## src/rtl/ffsa_pkg.sv

```systemverilog
`timescale 1ns / 1ps

package ffsa_pkg;

    // Pool geometry.
    localparam int SLOT_COUNT = 256;
    localparam int SLOT_W     = $clog2(SLOT_COUNT);
    localparam int ID_W       = 8;
    localparam int FIELD_W    = 8;

    // The free bitmap is held as words of WORD_W slots with one summary bit per word.
    localparam int WORD_W      = 16;
    localparam int BIT_IDX_W   = $clog2(WORD_W);
    localparam int WORD_COUNT  = (SLOT_COUNT + WORD_W - 1) / WORD_W;
    localparam int WORD_IDX_W  = (WORD_COUNT > 1) ? $clog2(WORD_COUNT) : 1;

    // The id table covers every id that can name a slot.
    localparam int MAP_DEPTH  = (SLOT_COUNT < (1 << ID_W)) ? SLOT_COUNT : (1 << ID_W);
    localparam int MAP_ADDR_W = $clog2(MAP_DEPTH);

    // Command codes.
    localparam logic [1:0] CMD_STORE  = 2'd0;
    localparam logic [1:0] CMD_REMOVE = 2'd1;
    localparam logic [1:0] CMD_LOOKUP = 2'd2;

    // Status codes.
    localparam logic [1:0] ST_OK       = 2'd0;
    localparam logic [1:0] ST_FULL     = 2'd1;
    localparam logic [1:0] ST_UNMAPPED = 2'd2;
    localparam logic [1:0] ST_RANGE    = 2'd3;

    // Request from the control sequencer to the free bitmap.
    typedef struct packed {
        logic              alloc;
        logic              give_back;
        logic [SLOT_W-1:0] slot;
    } fm_req_t;

    // Response and status from the free bitmap.
    typedef struct packed {
        logic              done;
        logic              any_free;
        logic [SLOT_W-1:0] slot;
    } fm_rsp_t;

    // Index of the lowest set bit of a bitmap word.
    function automatic logic [BIT_IDX_W-1:0] first_bit(input logic [WORD_W-1:0] word);
        logic [BIT_IDX_W-1:0] idx;
        idx = '0;
        for (int b = WORD_W - 1; b >= 0; b--)
        begin
            if (word[b])
            begin
                idx = BIT_IDX_W'(b);
            end
        end
        return idx;
    endfunction

    // Index of the lowest word that still holds a free slot.
    function automatic logic [WORD_IDX_W-1:0] first_word(input logic [WORD_COUNT-1:0] sum);
        logic [WORD_IDX_W-1:0] idx;
        idx = '0;
        for (int w = WORD_COUNT - 1; w >= 0; w--)
        begin
            if (sum[w])
            begin
                idx = WORD_IDX_W'(w);
            end
        end
        return idx;
    endfunction

    // Bits of a word that stand for real slots.
    function automatic logic [WORD_W-1:0] word_mask(input logic [WORD_IDX_W-1:0] widx);
        logic [WORD_W-1:0] mask;
        for (int b = 0; b < WORD_W; b++)
        begin
            mask[b] = ((int'(widx) * WORD_W + b) < SLOT_COUNT);
        end
        return mask;
    endfunction

    // Slot number from word and bit position.
    function automatic logic [SLOT_W-1:0] make_slot(input logic [WORD_IDX_W-1:0] widx,
                                                    input logic [BIT_IDX_W-1:0] bidx);
        int s;
        s = int'(widx) * WORD_W + int'(bidx);
        return SLOT_W'(s);
    endfunction

    function automatic logic [WORD_IDX_W-1:0] slot_word(input logic [SLOT_W-1:0] s);
        return WORD_IDX_W'(int'(s) / WORD_W);
    endfunction

    function automatic logic [BIT_IDX_W-1:0] slot_bit(input logic [SLOT_W-1:0] s);
        return BIT_IDX_W'(int'(s) % WORD_W);
    endfunction

    // Low bits of a slot number as carried on the result field.
    function automatic logic [FIELD_W-1:0] slot_field(input logic [SLOT_W-1:0] s);
        logic [31:0] wide;
        wide = 32'(s);
        return wide[FIELD_W-1:0];
    endfunction

    function automatic logic id_in_range(input logic [ID_W-1:0] id);
        return (int'(id) < SLOT_COUNT);
    endfunction

    function automatic logic [MAP_ADDR_W-1:0] map_addr(input logic [ID_W-1:0] id);
        return MAP_ADDR_W'(id);
    endfunction

endpackage

```

## src/rtl/ffsa_ram.sv

```systemverilog
`timescale 1ns / 1ps

// Simple dual-port RAM with a registered read port.
module ffsa_ram #(
    parameter int WIDTH = 8,
    parameter int DEPTH = 16
) (
    input  logic                                          clk,
    input  logic                                          we,
    input  logic [((DEPTH > 1) ? $clog2(DEPTH) : 1)-1:0] waddr,
    input  logic [WIDTH-1:0]                              wdata,
    input  logic [((DEPTH > 1) ? $clog2(DEPTH) : 1)-1:0] raddr,
    output logic [WIDTH-1:0]                              rdata
);

    logic [WIDTH-1:0] mem [DEPTH];
    logic [WIDTH-1:0] rdata_reg;

    // Write port and registered read port.
    always_ff @(posedge clk)
    begin
        if (we)
        begin
            mem[waddr] <= wdata;
        end
        rdata_reg <= mem[raddr];
    end

    assign rdata = rdata_reg;

endmodule

```

## src/rtl/ffsa_free_map.sv

```systemverilog
`timescale 1ns / 1ps

// Free bitmap: words in RAM, one summary bit per word in flip-flops.
// Each operation reads one word and writes it back in the following cycle.
module ffsa_free_map (
    input  logic              clk,
    input  logic              rst_n,
    input  ffsa_pkg::fm_req_t req,
    output ffsa_pkg::fm_rsp_t rsp
);

    typedef enum logic {FM_IDLE, FM_UPDATE} fm_state_t;

    fm_state_t                          state_reg, state_next;
    logic                               op_alloc_reg, op_alloc_next;
    logic [ffsa_pkg::WORD_IDX_W-1:0]    widx_reg, widx_next;
    logic [ffsa_pkg::BIT_IDX_W-1:0]     bidx_reg, bidx_next;
    logic [ffsa_pkg::WORD_COUNT-1:0]    summary_reg, summary_next;
    logic [ffsa_pkg::WORD_COUNT-1:0]    row_valid_reg, row_valid_next;

    logic                               ram_we;
    logic [ffsa_pkg::WORD_W-1:0]        ram_rdata;
    logic [ffsa_pkg::WORD_W-1:0]        word_cur;
    logic [ffsa_pkg::WORD_W-1:0]        word_new;
    logic [ffsa_pkg::WORD_W-1:0]        bit_sel;
    logic [ffsa_pkg::BIT_IDX_W-1:0]     bidx_use;
    logic [ffsa_pkg::WORD_IDX_W-1:0]    raddr;

    ffsa_ram #(
        .WIDTH (ffsa_pkg::WORD_W),
        .DEPTH (ffsa_pkg::WORD_COUNT)
    ) u_bitmap_ram (
        .clk   (clk),
        .we    (ram_we),
        .waddr (widx_reg),
        .wdata (word_new),
        .raddr (raddr),
        .rdata (ram_rdata)
    );

    // Word to read: the first word with a free slot for an allocation,
    // or the word that holds the returned slot.
    always_comb
    begin
        if (req.alloc)
        begin
            raddr = ffsa_pkg::first_word(summary_reg);
        end
        else
        begin
            raddr = ffsa_pkg::slot_word(req.slot);
        end
    end

    // A word never written since reset reads as all free; padding bits never count.
    always_comb
    begin
        if (row_valid_reg[widx_reg])
        begin
            word_cur = ram_rdata & ffsa_pkg::word_mask(widx_reg);
        end
        else
        begin
            word_cur = ffsa_pkg::word_mask(widx_reg);
        end
    end

    // Modify the word: clear the lowest free bit, or set the returned one.
    always_comb
    begin
        bidx_use = op_alloc_reg ? ffsa_pkg::first_bit(word_cur) : bidx_reg;
        bit_sel  = '0;
        bit_sel[bidx_use] = 1'b1;
        if (op_alloc_reg)
        begin
            word_new = word_cur & ~bit_sel;
        end
        else
        begin
            word_new = word_cur | bit_sel;
        end
    end

    assign ram_we       = (state_reg == FM_UPDATE);
    assign rsp.done     = (state_reg == FM_UPDATE);
    assign rsp.any_free = |summary_reg;
    assign rsp.slot     = ffsa_pkg::make_slot(widx_reg, bidx_use);

    // Next-state logic.
    always_comb
    begin
        state_next     = state_reg;
        op_alloc_next  = op_alloc_reg;
        widx_next      = widx_reg;
        bidx_next      = bidx_reg;
        summary_next   = summary_reg;
        row_valid_next = row_valid_reg;
        case (state_reg)
            FM_IDLE:
            begin
                if (req.alloc || req.give_back)
                begin
                    state_next    = FM_UPDATE;
                    op_alloc_next = req.alloc;
                    widx_next     = raddr;
                    bidx_next     = ffsa_pkg::slot_bit(req.slot);
                end
            end
            FM_UPDATE:
            begin
                state_next                = FM_IDLE;
                row_valid_next[widx_reg]  = 1'b1;
                summary_next[widx_reg]    = |word_new;
            end
            default:
            begin
                state_next = FM_IDLE;
            end
        endcase
    end

    // State and registers.
    always_ff @(posedge clk or negedge rst_n)
    begin
        if (!rst_n)
        begin
            state_reg     <= FM_IDLE;
            op_alloc_reg  <= 1'b0;
            widx_reg      <= '0;
            bidx_reg      <= '0;
            summary_reg   <= '1;
            row_valid_reg <= '0;
        end
        else
        begin
            state_reg     <= state_next;
            op_alloc_reg  <= op_alloc_next;
            widx_reg      <= widx_next;
            bidx_reg      <= bidx_next;
            summary_reg   <= summary_next;
            row_valid_reg <= row_valid_next;
        end
    end

endmodule

```

## src/rtl/first_free_slot_allocator_with_remap.sv

```systemverilog
`timescale 1ns / 1ps

// Channel  Handshake           Fields                           Direction
// in       in_valid, in_stall  command[1:0], object_id[7:0]     into the block
// out      out_valid, out_stall slot[7:0], status[1:0]          out of the block
//
// One item is in work at a time. A store does a bitmap word read, then the
// write-back; a lookup does an id table read; a remove does an id table
// read, then a bitmap word read and write-back; an item flagged at once skips these.
// After reset every slot is free and every id unmapped at once: valid bits in
// flip-flops stand in for the RAM contents, so there is no clearing pass.
// A stalled result is held in a result register; a new item waits for it.
module first_free_slot_allocator_with_remap (
    input  logic       clk,
    input  logic       rst_n,
    input  logic       in_valid,
    output logic       in_stall,
    input  logic [1:0] command,
    input  logic [7:0] object_id,
    output logic       out_valid,
    input  logic       out_stall,
    output logic [7:0] slot,
    output logic [1:0] status
);

    typedef enum logic [1:0] {S_IDLE, S_MAP_RD, S_FREE_WAIT, S_RESULT} state_t;

    state_t                              state_reg, state_next;
    logic [1:0]                          cmd_reg, cmd_next;
    logic [ffsa_pkg::MAP_ADDR_W-1:0]     id_reg, id_next;
    logic [ffsa_pkg::MAP_DEPTH-1:0]      map_valid_reg, map_valid_next;
    logic                                out_valid_reg, out_valid_next;
    logic [ffsa_pkg::FIELD_W-1:0]        out_slot_reg, out_slot_next;
    logic [1:0]                          out_status_reg, out_status_next;
    logic [ffsa_pkg::FIELD_W-1:0]        res_slot_reg, res_slot_next;
    logic [1:0]                          res_status_reg, res_status_next;

    logic                                accept;
    logic                                out_free;
    logic                                have_res;
    logic [ffsa_pkg::FIELD_W-1:0]        res_slot;
    logic [1:0]                          res_status;
    logic [ffsa_pkg::MAP_ADDR_W-1:0]     in_addr;
    logic                                map_we;
    logic [ffsa_pkg::SLOT_W-1:0]         map_rdata;
    ffsa_pkg::fm_req_t                   fm_req;
    ffsa_pkg::fm_rsp_t                   fm_rsp;

    assign in_addr  = ffsa_pkg::map_addr(object_id);
    assign accept   = in_valid && !in_stall;
    assign in_stall = (state_reg != S_IDLE);
    assign out_free = !out_valid_reg || !out_stall;

    // Id-to-slot table; its valid bits live in map_valid_reg.
    ffsa_ram #(
        .WIDTH (ffsa_pkg::SLOT_W),
        .DEPTH (ffsa_pkg::MAP_DEPTH)
    ) u_map_ram (
        .clk   (clk),
        .we    (map_we),
        .waddr (id_reg),
        .wdata (fm_rsp.slot),
        .raddr (in_addr),
        .rdata (map_rdata)
    );

    ffsa_free_map u_free_map (
        .clk   (clk),
        .rst_n (rst_n),
        .req   (fm_req),
        .rsp   (fm_rsp)
    );

    // Requests to the free bitmap: allocate on a store, return a slot on a remove.
    always_comb
    begin
        fm_req.alloc     = accept && (command == ffsa_pkg::CMD_STORE)
                           && ffsa_pkg::id_in_range(object_id) && fm_rsp.any_free;
        fm_req.give_back = (state_reg == S_MAP_RD) && (cmd_reg == ffsa_pkg::CMD_REMOVE);
        fm_req.slot      = map_rdata;
    end

    assign map_we = (state_reg == S_FREE_WAIT) && fm_rsp.done
                    && (cmd_reg == ffsa_pkg::CMD_STORE);

    // Sequencer: decode, table access and result hand-over.
    always_comb
    begin
        state_next      = state_reg;
        cmd_next        = cmd_reg;
        id_next         = id_reg;
        map_valid_next  = map_valid_reg;
        res_slot_next   = res_slot_reg;
        res_status_next = res_status_reg;
        have_res        = 1'b0;
        res_slot        = '0;
        res_status      = ffsa_pkg::ST_OK;

        case (state_reg)
            S_IDLE:
            begin
                if (accept)
                begin
                    cmd_next = command;
                    id_next  = in_addr;
                    if (command != ffsa_pkg::CMD_STORE && command != ffsa_pkg::CMD_REMOVE
                        && command != ffsa_pkg::CMD_LOOKUP)
                    begin
                        have_res = 1'b1;
                    end
                    else if (!ffsa_pkg::id_in_range(object_id))
                    begin
                        have_res   = 1'b1;
                        res_status = ffsa_pkg::ST_RANGE;
                    end
                    else if (command == ffsa_pkg::CMD_STORE)
                    begin
                        if (fm_rsp.any_free)
                        begin
                            state_next = S_FREE_WAIT;
                        end
                        else
                        begin
                            have_res   = 1'b1;
                            res_status = ffsa_pkg::ST_FULL;
                        end
                    end
                    else if (map_valid_reg[in_addr])
                    begin
                        state_next = S_MAP_RD;
                    end
                    else
                    begin
                        have_res   = 1'b1;
                        res_status = ffsa_pkg::ST_UNMAPPED;
                    end
                end
            end
            S_MAP_RD:
            begin
                if (cmd_reg == ffsa_pkg::CMD_REMOVE)
                begin
                    map_valid_next[id_reg] = 1'b0;
                    state_next             = S_FREE_WAIT;
                end
                else
                begin
                    have_res = 1'b1;
                    res_slot = ffsa_pkg::slot_field(map_rdata);
                end
            end
            S_FREE_WAIT:
            begin
                if (fm_rsp.done)
                begin
                    have_res = 1'b1;
                    res_slot = ffsa_pkg::slot_field(fm_rsp.slot);
                    if (cmd_reg == ffsa_pkg::CMD_STORE)
                    begin
                        map_valid_next[id_reg] = 1'b1;
                    end
                end
            end
            S_RESULT:
            begin
                if (out_free)
                begin
                    state_next = S_IDLE;
                end
            end
            default:
            begin
                state_next = S_IDLE;
            end
        endcase

        // A finished result goes to the output register, or waits if that is held.
        if (have_res)
        begin
            if (out_free)
            begin
                state_next = S_IDLE;
            end
            else
            begin
                state_next      = S_RESULT;
                res_slot_next   = res_slot;
                res_status_next = res_status;
            end
        end
    end

    // Output register.
    always_comb
    begin
        out_valid_next  = out_valid_reg && out_stall;
        out_slot_next   = out_slot_reg;
        out_status_next = out_status_reg;
        if (have_res && out_free)
        begin
            out_valid_next  = 1'b1;
            out_slot_next   = res_slot;
            out_status_next = res_status;
        end
        else if (state_reg == S_RESULT && out_free)
        begin
            out_valid_next  = 1'b1;
            out_slot_next   = res_slot_reg;
            out_status_next = res_status_reg;
        end
    end

    // State and registered outputs.
    always_ff @(posedge clk or negedge rst_n)
    begin
        if (!rst_n)
        begin
            state_reg      <= S_IDLE;
            cmd_reg        <= ffsa_pkg::CMD_STORE;
            id_reg         <= '0;
            map_valid_reg  <= '0;
            out_valid_reg  <= 1'b0;
            out_slot_reg   <= '0;
            out_status_reg <= ffsa_pkg::ST_OK;
            res_slot_reg   <= '0;
            res_status_reg <= ffsa_pkg::ST_OK;
        end
        else
        begin
            state_reg      <= state_next;
            cmd_reg        <= cmd_next;
            id_reg         <= id_next;
            map_valid_reg  <= map_valid_next;
            out_valid_reg  <= out_valid_next;
            out_slot_reg   <= out_slot_next;
            out_status_reg <= out_status_next;
            res_slot_reg   <= res_slot_next;
            res_status_reg <= res_status_next;
        end
    end

    assign out_valid = out_valid_reg;
    assign slot      = out_slot_reg;
    assign status    = out_status_reg;

    // The bitmap answers every request in the following cycle.
    a_fm_done: assert property (@(posedge clk) disable iff (!rst_n)
        (fm_req.alloc || fm_req.give_back) |=> fm_rsp.done)
        else $error("free bitmap did not complete a request in one cycle");

    // The bitmap only finishes work that the sequencer is waiting for.
    a_fm_owner: assert property (@(posedge clk) disable iff (!rst_n)
        fm_rsp.done |-> (state_reg == S_FREE_WAIT))
        else $error("free bitmap finished outside a wait");

    // An allocation is only requested while some slot is free.
    a_alloc_free: assert property (@(posedge clk) disable iff (!rst_n)
        fm_req.alloc |-> fm_rsp.any_free)
        else $error("allocation requested from a full pool");

    // A held result never coexists with an empty output register.
    a_result_held: assert property (@(posedge clk) disable iff (!rst_n)
        (state_reg == S_RESULT) |-> out_valid_reg)
        else $error("result held while the output register was empty");

endmodule
```

## config.mk

```make
export PLATFORM = sky130hd
export DESIGN_NAME = first_free_slot_allocator_with_remap
export DESIGN_NICKNAME = d
export VERILOG_FILES = /design/src/rtl/ffsa_pkg.sv /design/src/rtl/ffsa_ram.sv /design/src/rtl/ffsa_free_map.sv /design/src/rtl/first_free_slot_allocator_with_remap.sv
export SDC_FILE = /design/constraint.sdc
export NUM_CORES = 2
export LEC_CHECK = 0
export BUFFER_PORTS_ARGS = -buffer_cell sky130_fd_sc_hd__buf_4
export CAP_MARGIN = 20
export CORE_MARGIN = 3
export CORE_UTILIZATION = 40
export CTS_CLUSTER_SIZE = 20
export DETAILED_ROUTE_END_ITERATION = 12
export SLEW_MARGIN = 20
export SYNTH_ARGS = -nofsm -noshare
export SYNTH_HDL_FRONTEND = slang
export SYNTH_SLANG_ARGS = --single-unit
```

## constraint.sdc

```tcl
create_clock -name clk -period 15.4 [get_ports clk]
set_input_delay 1.54 -clock clk [delete_from_list [all_inputs] [get_ports clk]]
set_output_delay 1.54 -clock clk [all_outputs]
set_load 0.05 [all_outputs]
```

Word level (Yosys, flattened, before mapping)

Memory sizes are Yosys's and may differ from the RTL's. A register that Yosys moved wholly into a read port is not among the register bits.
Cells that the tools add are included.

$add $sub $neg: 16
Magnitude comparators: 23
Equality and inequality tests: 15
Mux-type cells: 89
Bitwise operators: 10
Reductions and logical operators: 34

Operator list:

| cell                                                  | number |
|---|---|
| 2-to-1 mux 256 bit                                    | 3 |
| one-hot mux 256 bit (2 select lines)                  | 1 |
| < comparator 32 x 10 -> 1 bit (second input constant) | 14 |
| bitwise AND 256 bit                                   | 1 |
| NOT 256 bit                                           | 1 |
| OR 256 bit                                            | 1 |
| 2-to-1 mux 4 bit                                      | 34 |
| adder 8 x 4 -> 9 bit (second input constant)          | 8 |
| adder 8 x 3 -> 9 bit (second input constant)          | 4 |
| bitwise AND 16 bit                                    | 2 |
| 2-to-1 mux 16 bit                                     | 2 |
| 2-to-1 mux 2 bit                                      | 16 |
| 2-to-1 mux 8 bit                                      | 4 |
| OR 16 bit                                             | 2 |
| OR reduction 16 bit                                   | 2 |
| < comparator 8 x 9 -> 1 bit (second input constant)   | 3 |
| 2-to-1 mux 1 bit                                      | 19 |
| adder 8 x 2 -> 9 bit (second input constant)          | 2 |
| bitwise mux 16 bit                                    | 1 |
| NOT 16 bit                                            | 1 |
| one-hot mux 8 bit (2 select lines)                    | 1 |
| logical AND 1 bit                                     | 14 |
| < comparator 4 x 5 -> 1 bit (second input constant)   | 2 |
| adder 8 x 1 -> 9 bit (second input constant)          | 1 |
| 27 further kinds                                      | 48 |

Flip-flop bits (word level): 331
Memory bits (writable): 2304
Input bits: 14
Output and inout bits: 12
Word-level logic and storage cells: 204
Memories: 2

Memories:

| name                        | depth | width | read ports | clocked after memory_dff | wr ports | line           | source |
|---|---|---|---|---|---|---|---|
| u_map_ram.mem               | 256   | 8     | 1          | 1                        | 1        | ffsa_ram.sv:16 | `logic [WIDTH-1:0] mem [DEPTH];` |
| u_free_map.u_bitmap_ram.mem | 16    | 16    | 1          | 1                        | 1        | ffsa_ram.sv:16 |  |

Longest topological paths before layout

Depth in word-level cells: 30
Depth in mapped cells: 17
Gate-level depth less buffers: 12

Hierarchy

Synthesis repeated with hierarchy kept, for this count alone.

Cells, all modules: 5793
Area total of the unflattened synthesis: 107205.3 um^2

By module, submodules not included:

| module                               | times used | cells an instance | area an instance (um^2) | seq. area each (um^2) |
|---|---|---|---|---|
| ffsa_ram (u_map_ram)                 | 1          | 3733              | 79556.3                 | 61659.1 |
| first_free_slot_allocator_with_remap | 1          | 1279              | 14762.9                 | 7231.9 |
| ffsa_ram (u_free_map.u_bitmap_ram)   | 1          | 432               | 10042.1                 | 8007.7 |
| ffsa_free_map                        | 1          | 349               | 2844.0                  | 1071.0 |

Worst setup path after synthesis

OpenSTA, ideal clock, no wires.

Path type: register to register
From: register u_free_map.widx_reg[0] (netlist bit)
To: register u_free_map.summary_reg[12] (netlist bit)
Arrival time: 9.175 ns
Required time: 15.336 ns
Path slack: 6.161 ns
Stages on the path, launching flop included: 13
Path buffers: 1
Clock period less this slack: 9.239 ns
Cell sequence: dfrtp_1 > mux4_1 > mux2i_1 > mux2_4 > nor2_8 > a31oi_2 > inv_1 > nand3_1 > mux2i_1 > nor4_2 > nand4_2 > buf_6 > mux2_4

Word-level cells in the longest chain between the ends: 30

RTL lines:

| item                                                                                                     | line                 | source |
|---|---|---|
| start, declared                                                                                          | ffsa_free_map.sv:16  | `logic [ffsa_pkg::WORD_IDX_W-1:0] widx_reg, widx_next;` |
| start signal, assigned                                                                                   | ffsa_free_map.sv:138 | `widx_reg <= widx_next;` |
| adder 8 x 4 -> 9 bit                                                                                     | ffsa_pkg.sv:79       | `mask[b] = ((int'(widx) * WORD_W + b) < SLOT_COUNT);` |
| < comparator 32 x 10 -> 1 bit                                                                            | ffsa_pkg.sv:79       |  |
| bitwise AND 16 bit                                                                                       | ffsa_free_map.sv:60  | `word_cur = ram_rdata & ffsa_pkg::word_mask(widx_reg);` |
| 2-to-1 mux 16 bit (*)                                                                                    | ffsa_free_map.sv:58  | `if (row_valid_reg[widx_reg])` |
| 2-to-1 mux 4 bit (16 in a row)                                                                           | ffsa_pkg.sv:52       | `if (word[b])` |
| 2-to-1 mux 4 bit                                                                                         | ffsa_free_map.sv:71  | `bidx_use = op_alloc_reg ? ffsa_pkg::first_bit(word_cur) : bidx_reg;` |
| < comparator 4 x 5 -> 1 bit (not written as such) / >= comparator 4 x 1 -> 1 bit (equally long branches) | ffsa_free_map.sv:73  | `bit_sel[bidx_use] = 1'b1;` |
| logical AND 1 bit (not written as such)                                                                  | ffsa_free_map.sv:73  |  |
| 2-to-1 mux 1 bit (not written as such)                                                                   | ffsa_free_map.sv:73  |  |
| demux 1 bit (select 4 bit)                                                                               | n/a                  |  |
| NOT 16 bit                                                                                               | ffsa_free_map.sv:76  | `word_new = word_cur & ~bit_sel;` |
| bitwise AND 16 bit                                                                                       | ffsa_free_map.sv:76  |  |
| 2-to-1 mux 16 bit (*)                                                                                    | ffsa_free_map.sv:74  | `if (op_alloc_reg)` |
| net u_free_map.u_bitmap_ram.wdata[1]                                                                     | ffsa_ram.sv:11       | `input logic [WIDTH-1:0] wdata,` |
| OR reduction 16 bit (*)                                                                                  | ffsa_free_map.sv:113 | `summary_next[widx_reg] = \|word_new;` |
| bitwise mux 16 bit (*)                                                                                   | ffsa_free_map.sv:113 |  |
| end signal, assigned                                                                                     | ffsa_free_map.sv:140 | `summary_reg <= summary_next;` |
| end, declared                                                                                            | ffsa_free_map.sv:18  | `logic [ffsa_pkg::WORD_COUNT-1:0] summary_reg, summary_next;` |

Mark *: on every way through the listed nets, which the timed path passes. The rest lies on a longest branch. The select of a mux whose other input is x is not followed.
A chain may end at the register's enable or synchronous reset.

Worst setup path in the final report

From: input port object_id[0]
To: register res_status_reg[1]

Word-level cells in the longest chain between the ends: 8

RTL lines:

| item                                       | line                                        | source |
|---|---|---|
| start, declared                            | first_free_slot_allocator_with_remap.sv:19  | `input logic [7:0] object_id,` |
| binary-select mux 1 bit (select 8 bit) (*) | first_free_slot_allocator_with_remap.sv:128 | `else if (map_valid_reg[in_addr])` |
| 2-to-1 mux 1 bit (not written as such) (*) | first_free_slot_allocator_with_remap.sv:128 |  |
| 2-to-1 mux 1 bit                           | first_free_slot_allocator_with_remap.sv:128 |  |
| 2-to-1 mux 1 bit                           | first_free_slot_allocator_with_remap.sv:116 | `else if (command == ffsa_pkg::CMD_STORE)` |
| 2-to-1 mux 1 bit                           | first_free_slot_allocator_with_remap.sv:106 | `if (command != ffsa_pkg::CMD_STORE && command != ffsa_pkg::CMD_REMOVE` |
| 2-to-1 mux 1 bit                           | first_free_slot_allocator_with_remap.sv:102 | `if (accept)` |
| one-hot mux 1 bit (3 select lines)         | first_free_slot_allocator_with_remap.sv:99  | `case (state_reg)` |
| AND reduction 2 bit (no line)              | n/a                                         |  |
| end signal, assigned                       | first_free_slot_allocator_with_remap.sv:226 | `res_status_reg <= ffsa_pkg::ST_OK;` |
| end signal, assigned                       | first_free_slot_allocator_with_remap.sv:238 | `res_status_reg <= res_status_next;` |
| end, declared                              | first_free_slot_allocator_with_remap.sv:36  | `logic [1:0] res_status_reg, res_status_next;` |

Every way passes the cells marked *; elsewhere a longest branch is shown, timed or not. The select of a mux whose other input is x is not followed.

==> flow_metrics.env <==
export IMPL_regMostFlops="u_map_ram.mem"
export IMPL_viasPerCell=5.79
export IMPL_final_area_um2=118000
export IMPL_worstPathRequired_ps=16180
export IMPL_hold_viol_final=0
export IMPL_synth_flop_cell="edfxtp_1"
export IMPL_dp_slack_ps=7830
export IMPL_worst_slew_pin_slew_ps=1130
export IMPL_synth_nets=5186
export IMPL_timing_fmax_ghz=0.153
export IMPL_rsz0062_at_grt="no"
export IMPL_fin_nets=5250
export IMPL_drtAntennaViolNets=0
export IMPL_numCtsBuffers=286
export IMPL_final_setup_skew_ps=70.0
export IMPL_layout_setup_ws_ps=8860
export IMPL_rows=187
export IMPL_antenna_found_initial=7
export IMPL_fillCellCount=21848
export IMPL_async_reset_ff_frac=0.124
export IMPL_largestRegisters="u_map_ram.mem: 2048 flops, u_free_map.u_bitmap_ram.mem: 256 flops"
export IMPL_netlist_area_um2=105000
export IMPL_worstPathArrival_ps=7320
export IMPL_max_slew_margin_rel=0.247
export IMPL_die_area_um2=268000
export IMPL_hold_worst_slack_ps=467
export IMPL_dp_cells=8437
export IMPL_clkSinkCount=2659
export IMPL_vias=51790
export IMPL_status="complete, no violations"
export IMPL_path_class="input port to register"
export IMPL_p_leak_nw=37.5
export IMPL_regArea_um2=78000
export IMPL_finalNonFillerCells=8938
export IMPL_cp_end_kind="register"
export IMPL_dpl_instance_area_um2=109000
export IMPL_coreArea_um2=260000
export IMPL_fin_util=0.453
export IMPL_cap_viol_max_count=0
export IMPL_first_pass_iters=5
export IMPL_multi_input_area_um2=25600
export IMPL_finalPower_mw=18.7
export IMPL_min_period_ps=6540
export IMPL_grt_max_degree=174
export IMPL_synth_distinct_cells=72
export IMPL_fin_setup_tns_ps=0
export IMPL_post_drt_wl_per_cell_um=28.4
export IMPL_cts_tree="done"
export IMPL_period_share=0.425
export IMPL_synthCells=5168
export IMPL_grt_ovfl_total=0
export IMPL_slew_viol_final=0
export IMPL_largest_reg_flops=2048
export IMPL_cts_hold_buf=0
export IMPL_clk_path_buf_depth=4
export IMPL_clkSlewWorstSetupHoldPaths_ps=50
export IMPL_p_per_area_nw_per_um2=159
export IMPL_dpl_hpwl_mm=150
export IMPL_grt_use_total=0.188
export IMPL_setup_viol=0
export IMPL_grt_first_pass_wirelength_mm=375
export IMPL_worstSkewPairLatency_ps=930
export IMPL_io_buffers=25
export IMPL_synth_edf_count=2304
export IMPL_cts_setup_buffers=0
export IMPL_synth_avg_cell_area_um2=20.3
export IMPL_first_iter_violations=5688
export IMPL_hold_path_class="register to register"
export IMPL_htree_levels=5
export IMPL_routed_wl_mm=254
export IMPL_postCtsResizedCells=0
export IMPL_seq_area_frac_synth=0.744
export IMPL_gp_congestion=0.810
export IMPL_synth_warnings=0
export IMPL_grt_pass1_vias=52663
export IMPL_die_w_um=518
export IMPL_area_growth_syn_to_layout_pct=12.4
export IMPL_cp_max_fo=75
export IMPL_synth_seq_cells=2659
export IMPL_boundaryPins=26
export IMPL_peakVddDrop_v=0.000236
export IMPL_cp_start_kind="input port"
export IMPL_drive_gt1_frac=0.266
export IMPL_cts_root_buffer="clkbuf_16"
export IMPL_die_h_um=518
export IMPL_post_route_drc_count=0
export IMPL_start_util=0.403
## per-layer routing
layer | part of all wire | vias up | GRT usage
met3 | 0.068 | 366 | 0.0329
met1 | 0.43 | 28110 | 0.271
li1 | - | 21406 | -
met4 | 0.022 | 0 | 0.0480
met2 | 0.48 | 1908 | 0.298
met5 | 0 | - | 0
## worst max-delay path: stages
cell	delay, ps
buf_8	590
buf_4	680
buf_4	850
mux4_2	600
a22oi_1	190
o2111ai_1	200
nor4_1	410
a21oi_1	170
o311a_1	280
o211ai_1	140
nand2_1	340
or3_1	710
mux2_1	400
## area by class of cell
cell class,count,area share
Multi-Input combinational cell,2141,0.217
Tap cell,3496,0.0371
Clock buffer,382,0.0663
Timing Repair Buffer,123,0.00891
Clock inverter,109,0.00736
Sequential cell,2659,0.662
Inverter,21,0.000860
Antenna cell,7,0.000149
## path summary, 6_finish.rpt
path                                               from                      endpoint  slack (ps)  depth (start not counted)
setup / recovery                           object_id[0]             res_status_reg[1]        8860                         13
hold / removal             u_free_map.row_valid_reg[13]  u_free_map.row_valid_reg[13]         470                          1
setup reg to reg                 u_free_map.widx_reg[1]     u_free_map.summary_reg[4]        9880                         12
hold reg to reg            u_free_map.row_valid_reg[13]  u_free_map.row_valid_reg[13]         470                          1
max in group asynchronous                         rst_n                     async pin       12500                          3
min in group asynchronous                         rst_n                       slot[0]         640                          1
## placed cells by master (no fill, tap or decap), types with 13 or more instances in the layout
master     count
edfxtp_1    2304
mux4_2       809
o21ai_0      536
dfrtp_1      310
nor2_1       304
clkbuf_16    291
nand2_1      112
buf_4        109
clkbuf_1      73
a22oi_1       62
clkinv_1      44
clkinv_2      39
dfxtp_1       24
mux2_2        23
a21oi_1       22
nor2_2        19
nor3_1        18
clkbuf_8      18
inv_1         17
nand2b_1      17
or2_2         17
dfstp_2       16
nand3_1       14
nor4_1        14
nor2b_1       13
## synthesized netlist by cell type, drive strengths merged, types with 5 or more instances
master   number  area share
dfxtp        24      0.0046
mux2i        17      0.0016
dfstp        16      0.0040
nor2b        13     0.00078
a22o          7     0.00059
mux2         36      0.0043
nor3         23      0.0011
mux4        812        0.17
buf          97      0.0047
clkbuf      250      0.0090
inv          21     0.00075
or2          18      0.0011
nand2       121      0.0043
o22ai         7     0.00042
a2bb2oi       6     0.00050
nand2b       17      0.0010
a22oi        62      0.0044
and2         12     0.00076
a211oi        5     0.00045
dfrtp       315       0.075
nor4         15     0.00096
nor2        324       0.012
a21oi        23      0.0011
o21ai       543       0.026
a31oi         8     0.00054
edfxtp     2304        0.66
nand3        20     0.00096
## where the power goes
part | total [mW] | leakage, nW | switching [mW] | internal [mW]
logic | 2.84 | 7.75 | 2.18 | 0.655
clock network | 6.45 | 4.24 | 2.70 | 3.75
registers | 9.39 | 25.5 | 0.256 | 9.14
## kinds of logic after synthesis
| family | share of synthesized area |
|---|---|
| AND/OR/NAND/NOR | 0.0244 |
| multiplexers | 0.181 |
| AO/OA/AOI/OAI | 0.0362 |
| buffers and inverters | 0.0144 |
| adder cells (fa/ha/maj) | 0.000478 |
| flip-flops | 0.744 |
Power figures use the tool's default switching activity.
